### src/hw/rtl/cqfn_pkg.sv
`default_nettype none

package cqfn_pkg;

  // Deepest quadtree level below the six root faces.
  localparam int MAX_DEPTH = 8;
  localparam int FACE_W    = 19;
  localparam int COORD_W   = MAX_DEPTH;
  localparam int LVL_W     = $clog2(MAX_DEPTH + 1);
  localparam int ROOT_W    = 3;
  localparam int NUM_ROOTS = 6;
  localparam int NUM_DIRS  = 4;

  typedef logic [FACE_W-1:0]  face_t;
  typedef logic [COORD_W-1:0] coord_t;
  typedef logic [LVL_W-1:0]   lvl_t;
  typedef logic [ROOT_W-1:0]  root_t;

  // Where the row or column of a face across a cube edge comes from.
  typedef enum logic [2:0] {
    SRC_ZERO,
    SRC_ROW,
    SRC_COL,
    SRC_LAST,
    SRC_ROW_REV,
    SRC_COL_REV
  } src_t;

  typedef enum logic [1:0] {
    DIR_UP,
    DIR_DOWN,
    DIR_RIGHT,
    DIR_LEFT
  } dir_t;

  typedef struct packed {
    root_t root;
    src_t  row_src;
    src_t  col_src;
  } edge_hop_t;

  localparam edge_hop_t HOP_PAD = '{root: 3'd0, row_src: SRC_ZERO, col_src: SRC_ZERO};

  // Adjacent root and coordinate sources for each direction and root face.
  // Roots six and seven cannot occur and read as padding.
  localparam edge_hop_t HOP_TABLE [NUM_DIRS][8] = '{
    '{ '{3'd2, SRC_COL_REV, SRC_LAST}, '{3'd2, SRC_COL, SRC_ZERO},
       '{3'd5, SRC_ZERO, SRC_COL_REV}, '{3'd4, SRC_LAST, SRC_COL},
       '{3'd2, SRC_LAST, SRC_COL},     '{3'd2, SRC_ZERO, SRC_COL_REV},
       HOP_PAD, HOP_PAD },
    '{ '{3'd3, SRC_COL, SRC_LAST},     '{3'd3, SRC_COL_REV, SRC_ZERO},
       '{3'd4, SRC_ZERO, SRC_COL},     '{3'd5, SRC_LAST, SRC_COL_REV},
       '{3'd3, SRC_ZERO, SRC_COL},     '{3'd3, SRC_LAST, SRC_COL_REV},
       HOP_PAD, HOP_PAD },
    '{ '{3'd4, SRC_ROW, SRC_LAST},     '{3'd5, SRC_ROW, SRC_LAST},
       '{3'd1, SRC_ZERO, SRC_ROW},     '{3'd1, SRC_LAST, SRC_ROW_REV},
       '{3'd1, SRC_ROW, SRC_LAST},     '{3'd0, SRC_ROW, SRC_LAST},
       HOP_PAD, HOP_PAD },
    '{ '{3'd5, SRC_ROW, SRC_ZERO},     '{3'd4, SRC_ROW, SRC_ZERO},
       '{3'd0, SRC_ZERO, SRC_ROW_REV}, '{3'd0, SRC_LAST, SRC_ROW},
       '{3'd0, SRC_ROW, SRC_ZERO},     '{3'd1, SRC_ROW, SRC_ZERO},
       HOP_PAD, HOP_PAD }
  };

  // First face index of a level: 2 * (4^level - 1).
  function automatic face_t level_base(input int unsigned lvl);
    logic [31:0] v;
    v = ((32'd1 << (2 * lvl)) - 32'd1) << 1;
    return v[FACE_W-1:0];
  endfunction

  localparam face_t FACE_COUNT = level_base(MAX_DEPTH + 1);

  // Mask of the coordinate bits that are live at a level.
  function automatic coord_t level_mask(input lvl_t lvl);
    return ~({COORD_W{1'b1}} << lvl);
  endfunction

  typedef struct packed {
    root_t  root;
    coord_t row;
    coord_t col;
  } cell_t;

  typedef struct packed {
    face_t face;
    lvl_t  level;
    logic  bad;
  } lvl_stage_t;

  typedef struct packed {
    cell_t tile;
    lvl_t  level;
    logic  bad;
  } split_stage_t;

  typedef struct packed {
    cell_t [NUM_DIRS-1:0] nbr;
    lvl_t                 level;
    logic                 bad;
  } nbr_stage_t;

endpackage

`default_nettype wire

### src/hw/rtl/cube_quadtree_face_neighbors.sv
// Neighbor lookup for faces of a cube-map quadtree. Faces 0 to 5 are the
// cube roots and child c of face p is 6 + 4p + c.
// Input channel: in_valid/in_ready carries one face_id per item.
// Output channel: out_valid/out_ready carries one result item per input:
// the up, down, right and left neighbor faces at the same level, and
// bad_index, which is set (with all neighbors zero) when face_id is at or
// above the total face count of all levels down to the deepest one.
// The block is a four-stage pipeline: level search, split into root, row
// and column, one step in each direction with cube edge crossing, and
// reassembly of the face indices. Each stage registers its result; one
// item is accepted every cycle while the output flows.
// When the receiver holds out_ready low, each full stage keeps its item and
// in_ready falls once the stage behind it is full too; nothing is dropped.
// Reset empties the pipeline; there is no other state and no setup.
`default_nettype none

module cube_quadtree_face_neighbors import cqfn_pkg::*; (
  input  logic  clk,
  input  logic  rst,
  input  logic  in_valid,
  output logic  in_ready,
  input  face_t face_id,
  output logic  out_valid,
  input  logic  out_ready,
  output face_t up_face,
  output face_t down_face,
  output face_t right_face,
  output face_t left_face,
  output logic  bad_index
);

  logic                 lvl_valid;
  logic                 lvl_ready;
  lvl_stage_t           lvl_data;
  logic                 split_valid;
  logic                 split_ready;
  split_stage_t         split_data;
  logic                 step_valid;
  logic                 step_ready;
  nbr_stage_t           step_data;
  face_t [NUM_DIRS-1:0] nbr_face;

  cqfn_level u_level (
    .clk       (clk),
    .rst       (rst),
    .in_valid  (in_valid),
    .in_ready  (in_ready),
    .face_id   (face_id),
    .out_valid (lvl_valid),
    .out_ready (lvl_ready),
    .out_data  (lvl_data)
  );

  cqfn_split u_split (
    .clk       (clk),
    .rst       (rst),
    .in_valid  (lvl_valid),
    .in_ready  (lvl_ready),
    .in_data   (lvl_data),
    .out_valid (split_valid),
    .out_ready (split_ready),
    .out_data  (split_data)
  );

  cqfn_step u_step (
    .clk       (clk),
    .rst       (rst),
    .in_valid  (split_valid),
    .in_ready  (split_ready),
    .in_data   (split_data),
    .out_valid (step_valid),
    .out_ready (step_ready),
    .out_data  (step_data)
  );

  cqfn_compose u_compose (
    .clk       (clk),
    .rst       (rst),
    .in_valid  (step_valid),
    .in_ready  (step_ready),
    .in_data   (step_data),
    .out_valid (out_valid),
    .out_ready (out_ready),
    .nbr_face  (nbr_face),
    .bad       (bad_index)
  );

  assign up_face    = nbr_face[DIR_UP];
  assign down_face  = nbr_face[DIR_DOWN];
  assign right_face = nbr_face[DIR_RIGHT];
  assign left_face  = nbr_face[DIR_LEFT];

  // A bad item carries all-zero neighbors.
  assert property (@(posedge clk) disable iff (rst)
    out_valid && bad_index |->
      up_face == '0 && down_face == '0 && right_face == '0 && left_face == '0)
    else $error("bad item carries nonzero neighbors");

  // A good item's neighbors are valid face indices.
  assert property (@(posedge clk) disable iff (rst)
    out_valid && !bad_index |->
      up_face < FACE_COUNT && down_face < FACE_COUNT &&
      right_face < FACE_COUNT && left_face < FACE_COUNT)
    else $error("neighbor face index out of range");

  // An output item held back by the receiver is still offered next cycle.
  assert property (@(posedge clk) disable iff (rst)
    out_valid && !out_ready |=> out_valid && $stable(up_face) && $stable(bad_index))
    else $error("stalled output item changed");

endmodule

`default_nettype wire

### src/hw/rtl/cqfn_level.sv
`default_nettype none

module cqfn_level import cqfn_pkg::*; (
  input  logic       clk,
  input  logic       rst,
  input  logic       in_valid,
  output logic       in_ready,
  input  face_t      face_id,
  output logic       out_valid,
  input  logic       out_ready,
  output lvl_stage_t out_data
);

  lvl_t level_next;
  logic bad_next;

  // The level is the number of nonzero level start indices at or below the face.
  always_comb begin
    level_next = '0;
    for (int k = 1; k <= MAX_DEPTH; k++) begin
      if (face_id >= level_base(k)) begin
        level_next = LVL_W'(k);
      end
    end
    bad_next = (face_id >= FACE_COUNT);
  end

  assign in_ready = !out_valid || out_ready;

  always_ff @(posedge clk) begin
    if (rst) begin
      out_valid <= 1'b0;
    end else if (in_ready) begin
      out_valid <= in_valid;
    end
  end

  always_ff @(posedge clk) begin
    if (in_valid && in_ready) begin
      out_data.face  <= face_id;
      out_data.level <= level_next;
      out_data.bad   <= bad_next;
    end
  end

endmodule

`default_nettype wire

### src/hw/rtl/cqfn_split.sv
`default_nettype none

module cqfn_split import cqfn_pkg::*; (
  input  logic         clk,
  input  logic         rst,
  input  logic         in_valid,
  output logic         in_ready,
  input  lvl_stage_t   in_data,
  output logic         out_valid,
  input  logic         out_ready,
  output split_stage_t out_data
);

  face_t          base;
  face_t          offset;
  face_t          root_bits;
  logic [LVL_W:0] shift;
  coord_t         row_bits;
  coord_t         col_bits;
  coord_t         mask;
  cell_t          cell_next;

  // Select the start of the item's level.
  always_comb begin
    base = '0;
    for (int k = 0; k <= MAX_DEPTH; k++) begin
      if (in_data.level == LVL_W'(k)) begin
        base = level_base(k);
      end
    end
  end

  // The offset within the level holds the root above the child digits; each
  // digit carries one row bit over one column bit.
  always_comb begin
    offset    = in_data.face - base;
    shift     = {in_data.level, 1'b0};
    root_bits = offset >> shift;
    for (int i = 0; i < COORD_W; i++) begin
      col_bits[i] = offset[2*i];
      row_bits[i] = offset[2*i+1];
    end
    mask           = level_mask(in_data.level);
    cell_next.root = root_bits[ROOT_W-1:0];
    cell_next.row  = row_bits & mask;
    cell_next.col  = col_bits & mask;
  end

  assign in_ready = !out_valid || out_ready;

  always_ff @(posedge clk) begin
    if (rst) begin
      out_valid <= 1'b0;
    end else if (in_ready) begin
      out_valid <= in_valid;
    end
  end

  always_ff @(posedge clk) begin
    if (in_valid && in_ready) begin
      out_data.tile  <= cell_next;
      out_data.level <= in_data.level;
      out_data.bad   <= in_data.bad;
    end
  end

  // A face inside the index range sits on one of the six roots, on its grid.
  assert property (@(posedge clk) disable iff (rst)
    out_valid && !out_data.bad |->
      out_data.tile.root < ROOT_W'(NUM_ROOTS) &&
      (out_data.tile.row >> out_data.level) == '0 &&
      (out_data.tile.col >> out_data.level) == '0)
    else $error("split cell lies off the root grid");

endmodule

`default_nettype wire

### src/hw/rtl/cqfn_step.sv
`default_nettype none

module cqfn_step import cqfn_pkg::*; (
  input  logic         clk,
  input  logic         rst,
  input  logic         in_valid,
  output logic         in_ready,
  input  split_stage_t in_data,
  output logic         out_valid,
  input  logic         out_ready,
  output nbr_stage_t   out_data
);

  cell_t                c;
  coord_t               last;
  cell_t [NUM_DIRS-1:0] nbr_next;
  logic                 nbr_ok;

  function automatic coord_t src_value(input src_t src, input coord_t row,
                                       input coord_t col, input coord_t lst);
    coord_t v;
    unique case (src)
      SRC_ZERO:    v = '0;
      SRC_ROW:     v = row;
      SRC_COL:     v = col;
      SRC_LAST:    v = lst;
      SRC_ROW_REV: v = lst - row;
      SRC_COL_REV: v = lst - col;
      default:     v = '0;
    endcase
    return v;
  endfunction

  // Cell on the adjacent root face reached across a cube edge.
  function automatic cell_t hop(input dir_t dir, input cell_t cur, input coord_t lst);
    edge_hop_t h;
    cell_t     r;
    h      = HOP_TABLE[dir][cur.root];
    r.root = h.root;
    r.row  = src_value(h.row_src, cur.row, cur.col, lst);
    r.col  = src_value(h.col_src, cur.row, cur.col, lst);
    return r;
  endfunction

  // Step one cell in each direction, crossing an edge at the grid border.
  always_comb begin
    c    = in_data.tile;
    last = level_mask(in_data.level);
    nbr_next[DIR_UP]    = (c.row != '0) ?
                          cell_t'{c.root, c.row - coord_t'(1), c.col} :
                          hop(DIR_UP, c, last);
    nbr_next[DIR_DOWN]  = (c.row != last) ?
                          cell_t'{c.root, c.row + coord_t'(1), c.col} :
                          hop(DIR_DOWN, c, last);
    nbr_next[DIR_RIGHT] = (c.col != '0) ?
                          cell_t'{c.root, c.row, c.col - coord_t'(1)} :
                          hop(DIR_RIGHT, c, last);
    nbr_next[DIR_LEFT]  = (c.col != last) ?
                          cell_t'{c.root, c.row, c.col + coord_t'(1)} :
                          hop(DIR_LEFT, c, last);
  end

  assign in_ready = !out_valid || out_ready;

  always_ff @(posedge clk) begin
    if (rst) begin
      out_valid <= 1'b0;
    end else if (in_ready) begin
      out_valid <= in_valid;
    end
  end

  always_ff @(posedge clk) begin
    if (in_valid && in_ready) begin
      out_data.nbr   <= nbr_next;
      out_data.level <= in_data.level;
      out_data.bad   <= in_data.bad;
    end
  end

  // Every neighbor stays on a real root and on the grid of the same level.
  always_comb begin
    nbr_ok = 1'b1;
    for (int d = 0; d < NUM_DIRS; d++) begin
      if (out_data.nbr[d].root >= ROOT_W'(NUM_ROOTS) ||
          (out_data.nbr[d].row >> out_data.level) != '0 ||
          (out_data.nbr[d].col >> out_data.level) != '0) begin
        nbr_ok = 1'b0;
      end
    end
  end

  assert property (@(posedge clk) disable iff (rst)
    out_valid && !out_data.bad |-> nbr_ok)
    else $error("neighbor cell lies off the root grid");

endmodule

`default_nettype wire

### src/hw/rtl/cqfn_compose.sv
`default_nettype none

module cqfn_compose import cqfn_pkg::*; (
  input  logic                 clk,
  input  logic                 rst,
  input  logic                 in_valid,
  output logic                 in_ready,
  input  nbr_stage_t           in_data,
  output logic                 out_valid,
  input  logic                 out_ready,
  output face_t [NUM_DIRS-1:0] nbr_face,
  output logic                 bad
);

  face_t                base;
  logic [LVL_W:0]       shift;
  face_t [NUM_DIRS-1:0] face_next;

  // Child digits, most significant level first: row bit over column bit.
  function automatic face_t interleave(input coord_t row, input coord_t col);
    face_t v;
    v = '0;
    for (int i = 0; i < COORD_W; i++) begin
      v[2*i]   = col[i];
      v[2*i+1] = row[i];
    end
    return v;
  endfunction

  always_comb begin
    base = '0;
    for (int k = 0; k <= MAX_DEPTH; k++) begin
      if (in_data.level == LVL_W'(k)) begin
        base = level_base(k);
      end
    end
  end

  // Face index = level start + root above the digits; a bad item gives zero.
  always_comb begin
    shift = {in_data.level, 1'b0};
    for (int d = 0; d < NUM_DIRS; d++) begin
      face_next[d] = base + ((FACE_W'(in_data.nbr[d].root) << shift) |
                             interleave(in_data.nbr[d].row, in_data.nbr[d].col));
      if (in_data.bad) begin
        face_next[d] = '0;
      end
    end
  end

  assign in_ready = !out_valid || out_ready;

  always_ff @(posedge clk) begin
    if (rst) begin
      out_valid <= 1'b0;
    end else if (in_ready) begin
      out_valid <= in_valid;
    end
  end

  always_ff @(posedge clk) begin
    if (in_valid && in_ready) begin
      nbr_face <= face_next;
      bad      <= in_data.bad;
    end
  end

endmodule

`default_nettype wire
### config.mk
export PLATFORM = sky130hd
export DESIGN_NAME = cube_quadtree_face_neighbors
export DESIGN_NICKNAME = d
export VERILOG_FILES = /design/src/hw/rtl/cqfn_pkg.sv /design/src/hw/rtl/cube_quadtree_face_neighbors.sv /design/src/hw/rtl/cqfn_level.sv /design/src/hw/rtl/cqfn_split.sv /design/src/hw/rtl/cqfn_step.sv /design/src/hw/rtl/cqfn_compose.sv
export SDC_FILE = /design/constraint.sdc
export NUM_CORES = 1
export LEC_CHECK = 0
export BUFFER_PORTS_ARGS = -buffer_cell sky130_fd_sc_hd__buf_2
export CAP_MARGIN = 5
export CORE_AREA = 2 2 159 161
export CTS_CLUSTER_SIZE = 20
export DETAILED_ROUTE_END_ITERATION = 6
export DIE_AREA = 0 0 161 163
export HOLD_SLACK_MARGIN = 0.06
export PLACE_DENSITY = 0.84
export SLEW_MARGIN = 20
export SYNTH_ARGS = -nofsm -noshare
export SYNTH_HDL_FRONTEND = slang
export SYNTH_SLANG_ARGS = --single-unit
### constraint.sdc
create_clock -name clk -period 19.46 [get_ports clk]
set_input_delay 2.919 -clock clk [delete_from_list [all_inputs] [get_ports clk]]
set_output_delay 2.919 -clock clk [all_outputs]
set_load 0.005 [all_outputs]
==> results.yml <==
synthesis:
  ys_ff_latch: 210
  synth.area.mux_share_pct: 1.78
  synth-simple-area-share_pct: 17.9
  synth_compound_area_share_pct: 22.2
  synth_seq_area_share_pct: 40.0
  synth_top_family_by_area: "compound AO/OA/AOI/OAI gates"
  yosys.area_share.adder_pct: 9.27
  synth.distinct_cells: 85
  yosys.area_share.xor_xnor_pct: 5.47
  syn_area_um2: 15700
  avgSynthCellArea_um2: 9.22
  synth_edf_count: 206
  netlist_instances: 1700
  synth_fp_nets: 1835
  ys.flop_type: "edfxtp_1"
  async_flop_share_pct: 0
  ys.warnings.count: 0
route:
  num_vias: 14300
  drc: 1
  detail-route-antenna-nets: 0
  drtIter0Drc: 2243
  drt_wl_total_um: 50400
  wl_per_cell_um: 24.0
  dr.pass1.iters: 7
  vias_per_cell: 6.79
floorplan:
  die_w_um: 161
  ios: 102
  core_um2: 24700
  dieArea_um2: 26200
  die_height_um: 163
  num_rows: 58
  initial_utilization_pct: 63.5
setup_path:
  critPathLaunchType: "input pin"
  cp_data_required_time_ps: 16540
  reg2reg_depth: 13
  r2r_end: "u_compose.nbr_face[56]"
  crit_fanout: 5
  timing.rr.start: "u_step.out_data[1]"
  crit_arrival_ps: 4130
  crit_path_end_kind: "output pin"
  worstSetupPathType: "input pin to output pin"
  regToRegSetupSlack_ps: 14590
global_routing:
  grt_antenna_before_repair: 0
  grt_max_degree: 85
  grt_pass1_vias: 13400
  track_usage_pct: 38.0
  gr-total-overflow: 0
  grt_pass1_wl_um: 76700
clock_tree:
  ctsHoldBuffers: 0
  cts_resized: 0
  numCtsBuffers: 23
  tritoncts: "built"
  clkSlewWorstSetupHoldPaths_ps: 60
  post_cts_buffers: 0
  worstSkewPairLatency_ps: 530
  root_buffer: "clkbuf_16"
  clkSinkCount: 210
  cts.path.max_buffers: 3
  cts-htree-levels: 1
timing:
  min_period_ps: 7050
  fin_crit_sh_pct: 36.2
  fin_setup_tns_ps: 0
  fmax_ghz: 0.142
  rsz0062_at_grt: "false"
  finalWorstSetupSlack_ps: 12410
  finalHoldViolCount: 0
  relSlewSlack_pct: 17.6
  slew_viol_final: 0
  skew_ps: 22.9
  finalSetupViolCount: 0
  worstMarginPinSlew_ps: 1230
min_path:
  min_to: "u_step.out_data[0]"
  hold_path_class: "flip-flop to flip-flop"
  hold_depth: 0
  min_from: "u_split.out_data[0]"
placement:
  port_buffers: 101
  dpl.hpwl_um: 35900
  gp_congestion: 1.00
  place_area_um2: 16400
  pre_cts_ws_ps: 12480
power:
  leakage_nw: 6.78
  power.density_nw_per_um2: 72.8
  ir_drop_uv: 76.4
final_layout:
  area_delta_synth_final_pct: 9.75
  final_cell_area_um2: 17200
  final_layout_size_suffix_gt1_share_pct: 11.0
  layout_commonest_cell: "nor2_1"
  antennaDiodeCount: 0
  final_cell_mix: "nor2_1, edfxtp_1, nand2_1"
  nets: 1894
  fillers: 1804
  post-route-util_pct: 69.7
run_status:
  outcome: "finished, violations left"
  violations: "DRC"
run:
  maxCapViolations: 0
==> metal layers <==
| metal | GRT usage (%) | vias up | wire, µm | part of all wire [%] |
|---|---|---|---|---|
| met4 | 16.8 | 2 | 2630 | 5.2 |
| met3 | 5.76 | 197 | 5020 | 10 |
| met1 | 51.4 | 6650 | 19900 | 39 |
| met5 | 1.14 | - | 25 | 0.050 |
| li1 | - | 6481 | - | - |
| met2 | 61.0 | 971 | 22800 | 45 |
==> cell type report <==
type	instances	area, µm²	area share, %
tap	330	413	2.40
multi-input combinational	1354	8910	51.8
timing repair buffer	121	656	3.81
inverter	49	184	1.07
sequential	210	6270	36.4
clock buffer	33	643	3.74
clock inverter	8	133	0.771
==> power by group <==
group | switching, mW | leakage, nW | internal (mW)
registers | 0.0159 | 1.94 | 0.520
logic | 0.176 | 4.47 | 0.0940
clock network | 0.176 | 0.377 | 0.271
==> cells in the mapped netlist (all sizes together), types with 20 or more instances <==
cell      n  area [µm²]
o22ai    42         263
a21o     77         578
edfxtp  206        6190
nand3    55         285
a211oi   32         245
mux2i    20         200
nor2    210         791
ha      105        1310
nor3     61         320
clkbuf   71         267
nor2b    38         245
a31oi    21         131
inv      46         173
a22oi    23         173
xnor2    60         526
a21oi    93         465
o21ai   110         554
nand2   135         507
xor2     38         333
==> critical path: stages <==
cell and delay, ps:
buf_2 100, nor2b_1 470, and3_1 400, nand2_1 110, buf_2 140
==> through the flow <==
stage	power [mW]	hold slack, ps	std cells
5_1_grt	1.29	430	2105
4_1_cts	1.24	425	2105
3_3_place_gp	0.797	403	2064
6_report	1.25	417	2105
3_5_place_dp	0.801	417	2064
2_1_floorplan	0.722	400	1700
==> how the worst max path moves through the flow <==
stage,to,cells after the start,from
after floorplan,u_step.out_data[0],2,out_ready
after global placement,in_ready,5,out_ready
after detailed placement,in_ready,5,out_ready
after CTS,in_ready,5,out_ready
after global routing,in_ready,5,out_ready
final,in_ready,5,out_ready
==> cell families after synthesis <==
| kind of cell | count (synthesis) |
|---|---|
| AOI/OAI and AO/OA | 519 |
| xor gates and xnor gates | 98 |
| adders and majority gates | 112 |
| buffers and inverters | 136 |
| DFF | 210 |
| muxes | 27 |
| and+or+nand+nor | 598 |
==> state kept, by name (all words and copies together), names as in the netlist <==
register             flops
u_compose.bad            1
u_compose.nbr_face      76
u_compose.out_valid      1
u_level.out_data        24
u_level.out_valid        1
u_split.out_data        24
u_split.out_valid        1
u_step.out_data         81
u_step.out_valid         1
Note: power is estimated with default switching activity, not from simulation.
